$ cat config.mk
export PLATFORM = sky130hd
export DESIGN_NAME = vpiff_mul
export DESIGN_NICKNAME = d
export VERILOG_FILES = /design/src/hdl/vpiff_pkg.sv /design/src/hdl/vpiff_mul.sv
export SDC_FILE = /design/constraint.sdc
export NUM_CORES = 2
export LEC_CHECK = 0
export BUFFER_PORTS_ARGS = -buffer_cell sky130_fd_sc_hd__buf_2
export CAP_MARGIN = 30
export CORE_ASPECT_RATIO = 1.75
export CORE_UTILIZATION = 45
export DETAILED_ROUTE_END_ITERATION = 8
export MAX_ROUTING_LAYER = met4
export PLACE_DENSITY_LB_ADDON = 0.12
export SLEW_MARGIN = 20
export SYNTH_ARGS = -nofsm -noshare
export SYNTH_HDL_FRONTEND = slang
export SYNTH_SLANG_ARGS = --single-unit
$ cat constraint.sdc
create_clock -name clk -period 10.1 [get_ports clk]
set_input_delay 1.01 -clock clk [delete_from_list [all_inputs] [get_ports clk]]
set_output_delay 1.01 -clock clk [all_outputs]
set_load 0.05 [all_outputs]
$ cat src/hdl/vpiff_pkg.sv
// Shared types, widths and constants for the velocity PI controller with feedforward.
package vpiff_pkg;

  // Accumulator width (Q.8 signed), allowed range 32 to 64.
  localparam int ACC_W = 48;

  // Widths of the arithmetic path.
  localparam int FILT_W  = 40;  // filter value, signed Q23.16
  localparam int SUM_FW  = 41;  // filter value plus shifted last reference
  localparam int ERR_W   = 18;  // controller error
  localparam int DELTA_W = 43;  // g0*e - g1*e_prev
  localparam int SUM_W   = ((ACC_W > DELTA_W) ? ACC_W : DELTA_W) + 1;
  localparam int MUL_W   = 25;  // shared multiplier operand width (signed)
  localparam int PROD_W  = 2 * MUL_W;

  // Configuration port.
  localparam int CFG_IDX_W  = 3;
  localparam int CFG_DATA_W = 24;

  localparam logic [CFG_IDX_W-1:0] REG_COEFF = 3'd0;
  localparam logic [CFG_IDX_W-1:0] REG_G0    = 3'd1;
  localparam logic [CFG_IDX_W-1:0] REG_G1    = 3'd2;
  localparam logic [CFG_IDX_W-1:0] REG_DLIM  = 3'd3;
  localparam logic [CFG_IDX_W-1:0] REG_FLIM  = 3'd4;

  localparam logic [15:0] COEFF_RST = 16'd33698;
  localparam logic [23:0] G0_RST    = 24'd158566;
  localparam logic [23:0] G1_RST    = 24'd81535;
  localparam logic [9:0]  DLIM_RST  = 10'd1023;
  localparam logic [7:0]  FLIM_RST  = 8'd9;

  typedef struct packed {
    logic [15:0] coeff;
    logic [23:0] g0;
    logic [23:0] g1;
    logic [9:0]  dlim;
    logic [7:0]  flim;
  } cfg_t;

  typedef struct packed {
    logic                     en;
    logic signed [MUL_W-1:0]  a;
    logic signed [MUL_W-1:0]  b;
  } mul_req_t;

endpackage

$ cat src/hdl/vpiff_mul.sv
// Shared signed multiplier with registered product.
module vpiff_mul (
  input  logic                                   clk,
  input  vpiff_pkg::mul_req_t                    req,
  output logic signed [vpiff_pkg::PROD_W-1:0]    p
);

  always_ff @(posedge clk) begin
    if (req.en) begin
      p <= req.a * req.b;
    end
  end

endmodule

; Word-level counts from Yosys, hierarchy flattened
; Cells that the tools add are included.
[totals]
regBits = 50
elab_cells = 2
[classes]
multipliers = 1
[op_table]
columns = cell, count
row1 = multiplier 25 x 25 -> 50 bit, 1

; Depth between registers and ports, before layout
[logic_depth]
ltp_word = 1
ltp_mapped = 26
mapped_depth_nobuf = 25

; Worst setup path after synthesis
; Ideal clock, no wire load.
[synth_timing]
path_kind = input to register
startpoint = input port req[49] (netlist bit)
endpoint = register p[47] (netlist bit) (data pin)
setup_time_ns = 0.260
t_arrival_ns = 7.508
required_time_ns = 9.840
setup_slack_ns = 2.332
cell_stages = 24
path_buffers = 2
cell_sequence = clkbuf_1 -> nand2_1 -> inv_1 -> fa_1 -> inv_1 -> fa_1 -> inv_1 -> fa_1 -> fa_1 -> fa_1 -> fa_1 -> inv_1 -> fa_1 -> inv_1 -> ha_1 -> clkbuf_1 -> a21o_1 -> a21o_1 -> a21oi_1 -> o21bai_1 -> a2bb2oi_1 -> o41ai_2 -> o41a_1 -> xor2_1
[synth_between]
elab_chain_len = 1
[synth_rtl]
columns = item, line
row1 = from (decl), vpiff_mul.sv:4  ; input vpiff_pkg::mul_req_t req,
row2 = multiplier 25 x 25 -> 50 bit, vpiff_mul.sv:10  ; p <= req.a * req.b;
row3 = to (signal assigned), vpiff_mul.sv:10
row4 = to (decl), vpiff_mul.sv:5  ; output logic signed [vpiff_pkg::PROD_W-1:0] p
; Every way passes these cells.
; A chain may end at the register's enable or synchronous reset.

; Worst setup path after layout
[layout_timing]
startpoint = input port req[5] (netlist bit)
endpoint = register p[49] (netlist bit) (data pin)
; Same word-level chain as after synthesis.

==> metrics.csv <==
metric,value,unit
status,finished clean,
"Avg Cell Area, Syn",9.57,sq um
Critical-path top delay cell,fa_1,
met2 Usage GRT,0.518,
DP Worst Slack,1.37,ns
FILL cells,5185,
Post-CTS Resized,0,
clock slew at reported path FFs,0.09,ns
IO buf count,101,
fin crit share,0.817,
Yosys top cell by area,fa_1,
clock sinks,50,
fin crit period,8.26,ns
DRC,0,
"Data arrival, critical path",8.37,ns
Finished Layout Cells,3264,
Initial Util,0.458,
total gr overflow,0,
commonest cells in the netlist,"inv_1, fa_1, and2_1, nand2_1, ha_1",
Clock Tree Buf Depth,2,
"EDFF count, synth",50,
# IOs,102,
FP Rows,112,
type of the worst setup path,in -> reg,
Setup crit start kind,input port,
Hold Crit Class,in -> reg,
max-slew violation count,0,
Via density,5.21,
Die X,178,microns
final hold violation count,0,
Crit path largest cell delay,0.72,ns
gr busiest metal,met2,
max reg flops,50,
MaxCap Viol Count,0,
routability congestion estimate,0.902,
final-report setup violation count,0,
CTS tree,built,
most frequent cell after synthesis,inv_1,
Final ANT Viol Nets,0,
cell area after synthesis,24500,sq um
first-pass GRT wire length,110000,microns
Worst Path Max Fanout,25,
sequential area share after synthesis,0.0612,
htree depth,2,
Nets,3425,
Post-CTS Setup Inserts,0,
GRT Util Overall,0.280,
post-detail-place hpwl,57000,microns
worst-path cell chain,buf_2 -> nand2_1 -> fa_1 -> inv_1 -> fa_1 -> inv_1 -> fa_1 -> inv_1 -> fa_1 -> fa_1 -> fa_1 -> inv_1 -> fa_1 -> inv_1 -> ha_1 -> and2_1 -> o21ai_1 -> a21oi_1 -> nor2_1 -> nor3_1 -> a21oi_1 -> o41ai_2 -> o221ai_1 -> xnor2_1,
M3 GR Usage,0.0313,
Synth Flop Type,edfxtp_1,
clock root buffer,clkbuf_16,
WL/cell,21.5,microns
Synth top area share,0.537,
Gate Count Post-Synth,2562,
Core Region,53500,sq um
RSZ-0062 raised after global routing,no,
CTS Buf Count,5,
syn_nets,3413,
die area,55500,sq um
Async SR Flop Fraction,0,
Ys Warns,0,
Yosys cell types,48,
layout cell share with drive strength beyond 1,0.0489,
largest registers,p: 50 flops,
Pre-Repair DR Iteration Count,5,
Slew headroom,0.470,
Worst-Margin Slew,0.794,ns
largest net degree at the start of global routing,51,
"Hold-fix buffers, CTS",0,
vias in the first global route,19800,
Initial DRC Count,663,
Vias,17000,
Total Wirelength,70200,microns
M1 GR Usage,0.257,
CP Data Required Time,10.22,ns
Top reg by flops,p,
initial antenna violation count,4,
CP Capture Type,register,
Setup WS post-layout,1.84,ns
Crit path top cell by count,fa_1,
Layout area overhead,4.94,%
Synth area leaders,"fa_1, inv_1, and2_1",
die height,311,microns
Seq cells post-synth,50,
Post-Place Cells,3251,
TNS Setup,0,ns
highest clock rate,121,MHz
-- metal layers --
layer  vias up  wire, microns
li1       7340              -
met1      8987          21700
met2       436          40000
met3       232           2100
met4         0           6380
met5         -              0
-- path summary, 6_finish.rpt --
path | end | depth (start not counted) | from | slack [ns]
worst max-delay path | p[49] | 24 | req[5] | 1.84
worst min-delay path | p[0] | 2 | req[0] | 1.33
-- kinds of logic after synthesis --
family | synth area share
DFF | 0.0612
and+or+nand+nor | 0.147
xor gates and xnor gates | 0.0207
adders and majority gates | 0.609
buffers and inverters | 0.123
AOI/OAI and AO/OA | 0.0386
muxes | 0.000459
-- cell usage in the layout (no fill, tap or decap), drive strengths merged, types with 3 or more instances in the layout --
master	synthesis	layout
inv	699	700
fa	658	658
and2	320	320
nand2	308	308
ha	141	141
buf	0	109
edfxtp	50	50
a21oi	44	44
xnor2	39	39
nor2	30	30
o21ai	26	26
a21o	22	22
nor2b	21	21
xor2	19	19
nand2b	11	11
nand4	8	8
o21bai	7	7
nor3	6	6
nand3	6	6
diode	0	5
o21a	5	5
clkbuf	104	5
o41ai	5	5
a211oi	3	3
a211o	3	3
a21boi	3	3
-- worst max-delay path: cells and delay by family --
family	cells	cell delay (ns)
adder cells (fa/ha/maj)	8	4.26
AO/OA/AOI/OAI	5	1.40
buffers and inverters	6	0.81
AND/OR/NAND/NOR	4	0.69
XOR/XNOR	1	0.16
-- area by class of cell --
type	count	area, sq um	area share
Antenna cell	5	12.5	0.000486
Inverter	699	2620	0.102
Multi-Input combinational cell	1709	20000	0.777
Clock inverter	3	43.8	0.00170
Sequential cell	50	1500	0.0583
Tap cell	684	856	0.0333
Timing Repair Buffer	109	566	0.0220
Clock buffer	5	125	0.00486
-- through the flow --
stage,hold slack [ns],util,instance area [sq um]
2_1_floorplan,1.12,-,24500
3_3_place_gp,1.55,0.477,25600
3_5_place_dp,1.55,0.477,25600
4_1_cts,1.32,0.481,25700
5_1_grt,1.34,0.481,25700
6_report,1.33,0.481,25700
Power is not shown: default switching activity piles up to over one toggle a cycle in this logic, so the estimate is an artifact.
