==> src/hdl/vpiff_pkg.sv <==
// Shared types, widths and constants for the velocity PI controller with feedforward.
package vpiff_pkg;

  // Accumulator width (Q.8 signed), allowed range 32 to 64.
  localparam int ACC_W = 48;

  // Widths of the arithmetic path.
  localparam int FILT_W  = 40;  // filter value, signed Q23.16
  localparam int SUM_FW  = 41;  // filter value plus shifted last reference
  localparam int ERR_W   = 18;  // controller error
  localparam int DELTA_W = 43;  // g0*e - g1*e_prev
  localparam int SUM_W   = ((ACC_W > DELTA_W) ? ACC_W : DELTA_W) + 1;
  localparam int MUL_W   = 25;  // shared multiplier operand width (signed)
  localparam int PROD_W  = 2 * MUL_W;

  // Configuration port.
  localparam int CFG_IDX_W  = 3;
  localparam int CFG_DATA_W = 24;

  localparam logic [CFG_IDX_W-1:0] REG_COEFF = 3'd0;
  localparam logic [CFG_IDX_W-1:0] REG_G0    = 3'd1;
  localparam logic [CFG_IDX_W-1:0] REG_G1    = 3'd2;
  localparam logic [CFG_IDX_W-1:0] REG_DLIM  = 3'd3;
  localparam logic [CFG_IDX_W-1:0] REG_FLIM  = 3'd4;

  localparam logic [15:0] COEFF_RST = 16'd33698;
  localparam logic [23:0] G0_RST    = 24'd158566;
  localparam logic [23:0] G1_RST    = 24'd81535;
  localparam logic [9:0]  DLIM_RST  = 10'd1023;
  localparam logic [7:0]  FLIM_RST  = 8'd9;

  typedef struct packed {
    logic [15:0] coeff;
    logic [23:0] g0;
    logic [23:0] g1;
    logic [9:0]  dlim;
    logic [7:0]  flim;
  } cfg_t;

  typedef struct packed {
    logic                     en;
    logic signed [MUL_W-1:0]  a;
    logic signed [MUL_W-1:0]  b;
  } mul_req_t;

endpackage

==> src/hdl/vpiff_cfg.sv <==
// Configuration register file with reset defaults.
module vpiff_cfg (
  input  logic                              clk,
  input  logic                              rst,
  input  logic                              we,
  input  logic [vpiff_pkg::CFG_IDX_W-1:0]   index,
  input  logic [vpiff_pkg::CFG_DATA_W-1:0]  data,
  output vpiff_pkg::cfg_t                   cfg
);

  always_ff @(posedge clk) begin
    if (rst) begin
      cfg.coeff <= vpiff_pkg::COEFF_RST;
      cfg.g0    <= vpiff_pkg::G0_RST;
      cfg.g1    <= vpiff_pkg::G1_RST;
      cfg.dlim  <= vpiff_pkg::DLIM_RST;
      cfg.flim  <= vpiff_pkg::FLIM_RST;
    end else if (we) begin
      case (index)
        vpiff_pkg::REG_COEFF: cfg.coeff <= data[15:0];
        vpiff_pkg::REG_G0:    cfg.g0    <= data[23:0];
        vpiff_pkg::REG_G1:    cfg.g1    <= data[23:0];
        vpiff_pkg::REG_DLIM:  cfg.dlim  <= data[9:0];
        vpiff_pkg::REG_FLIM:  cfg.flim  <= data[7:0];
        default: ;
      endcase
    end
  end

endmodule

==> config.mk <==
export PLATFORM = sky130hd
export DESIGN_NAME = vpiff_cfg
export DESIGN_NICKNAME = d
export VERILOG_FILES = /design/src/hdl/vpiff_pkg.sv /design/src/hdl/vpiff_cfg.sv
export SDC_FILE = /design/constraint.sdc
export NUM_CORES = 1
export LEC_CHECK = 0
export BUFFER_PORTS_ARGS = -buffer_cell sky130_fd_sc_hd__buf_2
export CORE_MARGIN = 2
export CORE_UTILIZATION = 50
export DETAILED_ROUTE_END_ITERATION = 8
export PLACE_DENSITY = 0.8
export SLEW_MARGIN = 40
export SYNTH_ARGS = -nofsm -noshare
export SYNTH_HDL_FRONTEND = slang
export SYNTH_SLANG_ARGS = --single-unit
export TNS_END_PERCENT = 1
==> constraint.sdc <==
create_clock -name clk -period 1.45 [get_ports clk]
set_input_delay 0.145 -clock clk [delete_from_list [all_inputs] [get_ports clk]]
set_output_delay 0.145 -clock clk [all_outputs]
set_load 0.01 [all_outputs]
=== After elaboration in Yosys (flattened, before gate mapping) ===
Index checks and enable logic that the tools add are counted.

* Register bits: 82
* Input bits: 30
* Output and inout bits: 82
* Word-level logic and storage cells: 15

* Equal/unequal tests: 4
* Reduce and logical (&&, ||, !) cells: 6

{| class="wikitable"
|+ Operators by type and width
! operator !! count
|-
| 2-bit AND reduction || 5
|-
| 3-bit by 2-bit == test with 1-bit output, second input constant || 2
|-
| 3-bit by 1-bit == test with 1-bit output, second input constant || 1
|-
| 3-bit == test, second input constant || 1
|-
| 3-bit logical NOT || 1
|}

=== Logic depth before layout (Yosys ltp) ===
* Word-level depth: 2
* Mapped depth: 4
* Gate-level depth less buffers: 2

=== Worst setup path after synthesis ===
No wires, ideal clock.

* Path type: input-to-reg
* Start point: input port index[0] in the netlist's numbering
* End point: register cfg[71] in the netlist's numbering
* Setup time: 0.126 ns
* Arrival time: 0.941 ns
* Data required time: 1.324 ns
* Path slack: 0.383 ns
* Stages on the path: 3
* Path buffers: 1
* Path through: or4b_1 > buf_4 > mux2i_1

* Longest elaborated chain between the ends: 2

{| class="wikitable"
|+ Ends and longest elaborated chain
! what !! line !! RTL
|-
| start: declaration || vpiff_cfg.sv:6 || <nowiki>input logic [vpiff_pkg::CFG_IDX_W-1:0] index,</nowiki>
|-
| 3-bit logical NOT || vpiff_cfg.sv:19 || <nowiki>case (index)</nowiki>
|-
| 2-bit AND reduction (no source line) || -- ||
|-
| end: declaration || vpiff_cfg.sv:8 || <nowiki>output vpiff_pkg::cfg_t cfg</nowiki>
|}

No other way between the ends.
A chain may end at the register's enable or synchronous reset.

=== Worst setup path in the final report ===
* Start point: register cfg[2] in the netlist's numbering
* End point: output port cfg[2] in the netlist's numbering

No word-level cell between the ends.

==> impl_metrics.tcl <==
set metrics [dict create \
    worst-endpoint-arrival_ns 0.83 \
    number_of_buffers_inserted_to_repair_setup_after_cts 0 \
    gp_congestion 0.807 \
    clk_latency_ns 0.34 \
    ys_ff_latch 82 \
    floorplan.die.height_microns 85.0 \
    core-area_sq_mm 0.00635 \
    yosys.area.top_type "sky130_fd_sc_hd__dfxtp_1" \
    port-buffer-count 111 \
    timing.hold.worst.class "in -> reg" \
    postSynth.asyncResetShare_pct 0 \
    grt_pass1_wl_microns 11500 \
    critical_path_required_ns 1.31 \
    synth_commonest_cells "sky130_fd_sc_hd__dfxtp_1, sky130_fd_sc_hd__mux2i_1, sky130_fd_sc_hd__nand2b_1, sky130_fd_sc_hd__nor2_1, sky130_fd_sc_hd__clkbuf_1" \
    path_cells "buf_2" \
    synth.top_cells.by_area "sky130_fd_sc_hd__dfxtp_1, sky130_fd_sc_hd__mux2i_1, sky130_fd_sc_hd__nand2b_1" \
    antenna_found_initial 0 \
    synth_flop_cell "sky130_fd_sc_hd__dfxtp_1" \
    clock-skew-final_ns 0 \
    finalCriticalPeriod_ns 0.980 \
    detailedPlace.worstSlack_ns 0.184 \
    rsz0062_at_grt "false" \
    clk_pin_slew_worst_paths_ns 0.08 \
    cap_violations 0 \
    cts.hold.buffers_added 0 \
    grt_max_degree 67 \
    drt_iter0_markers 74 \
    cp_top_family "flip-flops" \
    detailroute.via_count 2533 \
    power-per-cell-area_mw_per_mm2 1030 \
    io_pins 112 \
    num-nets-final 459 \
    type_of_the_worst_setup_path "reg -> out" \
    syn_to_final_growth_pct 26.7 \
    netlist_instances 319 \
    netlist.area_leader.share_pct 50.0 \
    slew_at_the_pin_with_the_worst_max_slew_slack_ns 0.440 \
    vias_per_cell 4.97 \
    synth.lib_cells_used.distinct 13 \
    postRouteWirelength_microns 7060 \
    layout_worst_path_cycle_share_pct 67.6 \
    largestRegisters "cfg x82" \
    synth_nets 349 \
    clkSinkCount 82 \
    synth.yosys.seq_area_share_pct 50.0 \
    insertedDiodeCount 0 \
    finalWorstSetupSlack_ns 0.470 \
    drc 0 \
    max_freq_mhz 1020 \
    regMostFlops "cfg" \
    cts_made_buffers 9 \
    chipWidth_microns 85.0 \
    post-route-cell-area_sq_mm 0.00416 \
    crit_fanout 2 \
    routedWlPerCell_microns 13.8 \
    place.detailed.hpwl_microns 5090 \
    grt_pass1_vias 2505 \
    setup_viol_count_final 0 \
    power_mw 4.30 \
    n_fill_cell 513 \
    per_instance_average_area_after_synthesis_sq_um 10.3 \
    irDropWorstVdd_v 0.000691 \
    timing.critical_path.slowest_cell_delay_ns 0.35 \
    buffer_cell_driving_the_clock_tree_root "sky130_fd_sc_hd__clkbuf_8" \
    post_synth_instance_area_sq_mm 0.00328 \
    cp.buffers_inverters 1 \
    start_util_pct 51.7 \
    finalHoldViolations 0 \
    antenna_violating_nets_post_route 0 \
    layout-drive-gt1-share_pct 32.1 \
    slew-limit-headroom_pct 70.5 \
    timing.critical_path.from_type "flip-flop" \
    clockBufferDepth 2 \
    number_of_detailed_route_iterations_in_the_first_pass 4 \
    ys.warnings.count 0 \
    r2r_slack_ns 0.79 \
    resize_count_post_cts 0 \
    largest_register_ff_count 82 \
    gr-total-overflow 0 \
    crit_path_max_delay_cell_type "sky130_fd_sc_hd__dfxtp_1" \
    edff_count_synth 0 \
    placed_cell_area_sq_mm 0.00397 \
    p_leak_nw 1.97 \
    setup_total_neg_slack_ns 0 \
    outcome "complete, no violations" \
    cts_htree_levels 3 \
    grt_usage_pct 20.0 \
    die_area_sq_mm 0.00723 \
    tritoncts "built" \
    critPathCaptureType "output pin" \
    fp-row-count 29 \
    maxSlewViolCount 0 \
]
==> logic make-up (layout without fill, tap and decap cells) <==
group | count (synthesis) | in the layout | share of synthesized area, %
buf+inv | 23 | 137 | 3.12
flops | 82 | 82 | 50.0
simple gates | 132 | 132 | 21.9
mux | 82 | 82 | 25.0
==> cell type report <==
class,instances,area [sq um],share of cell area (%)
tap,77,96.3,2.32
timing repair buffer,122,676,16.2
multi-input combinational,214,1560,37.5
clock inverter,3,40.0,0.963
sequential,82,1640,39.5
clock buffer,12,145,3.49
==> through the flow <==
step | cells | hold slack (ns) | utilization [%]
6_report | 510 | 0.0657 | 65.5
3_3_place_gp | 495 | 0.420 | 62.6
2_1_floorplan | 319 | 0.300 | -
4_1_cts | 510 | 0.0542 | 65.5
5_1_grt | 510 | 0.0557 | 65.5
3_5_place_dp | 495 | 0.423 | 62.6
==> worst reg2reg max path, delay by kind of cell, from the launching register on <==
kind             cells  cell delay, ns
flip-flops           1            0.32
AND/OR/NAND/NOR      1            0.12
multiplexers         1            0.10
==> power by group <==
group          total, mW  switching (mW)  internal, mW
clock               1.59           0.764         0.830
combinational      0.376           0.198         0.178
sequential          2.33          0.0250          2.30
total               4.30           0.987          3.31
==> layout by cell type, fill, tap and decap left out <==
cell type	n
sky130_fd_sc_hd__and4bb_2	2
sky130_fd_sc_hd__buf_12	3
sky130_fd_sc_hd__buf_2	111
sky130_fd_sc_hd__buf_4	8
sky130_fd_sc_hd__bufinv_16	1
sky130_fd_sc_hd__clkbuf_1	2
sky130_fd_sc_hd__clkbuf_8	10
sky130_fd_sc_hd__clkinv_2	2
sky130_fd_sc_hd__dfxtp_1	82
sky130_fd_sc_hd__mux2i_1	82
sky130_fd_sc_hd__nand2b_1	64
sky130_fd_sc_hd__nand4b_1	1
sky130_fd_sc_hd__nand4bb_1	3
sky130_fd_sc_hd__nor2_1	59
sky130_fd_sc_hd__nor4b_2	1
sky130_fd_sc_hd__nor4bb_4	1
sky130_fd_sc_hd__or4b_1	1
==> worst paths after layout <==
| kind | depth (start not counted) | to | from |
|---|---|---|---|
| max | 1 | cfg[2] | cfg[2] |
| min | 3 | cfg[35] | data[17] |
| max reg2reg | 2 | cfg[20] | cfg[20] |
| min reg2reg | 2 | cfg[5] | cfg[5] |
==> per-layer routing <==
layer / share of wire [%] / global-route usage, % / vias to the layer above
met1: 44 / 25.1 / 1175
li1: - / - / 1272
met4: 2.8 / 10.1 / 0
met5: 0 / 0 / -
met2: 48 / 32.9 / 69
met3: 4.5 / 3.89 / 17
(Power assumes the default switching activity.)
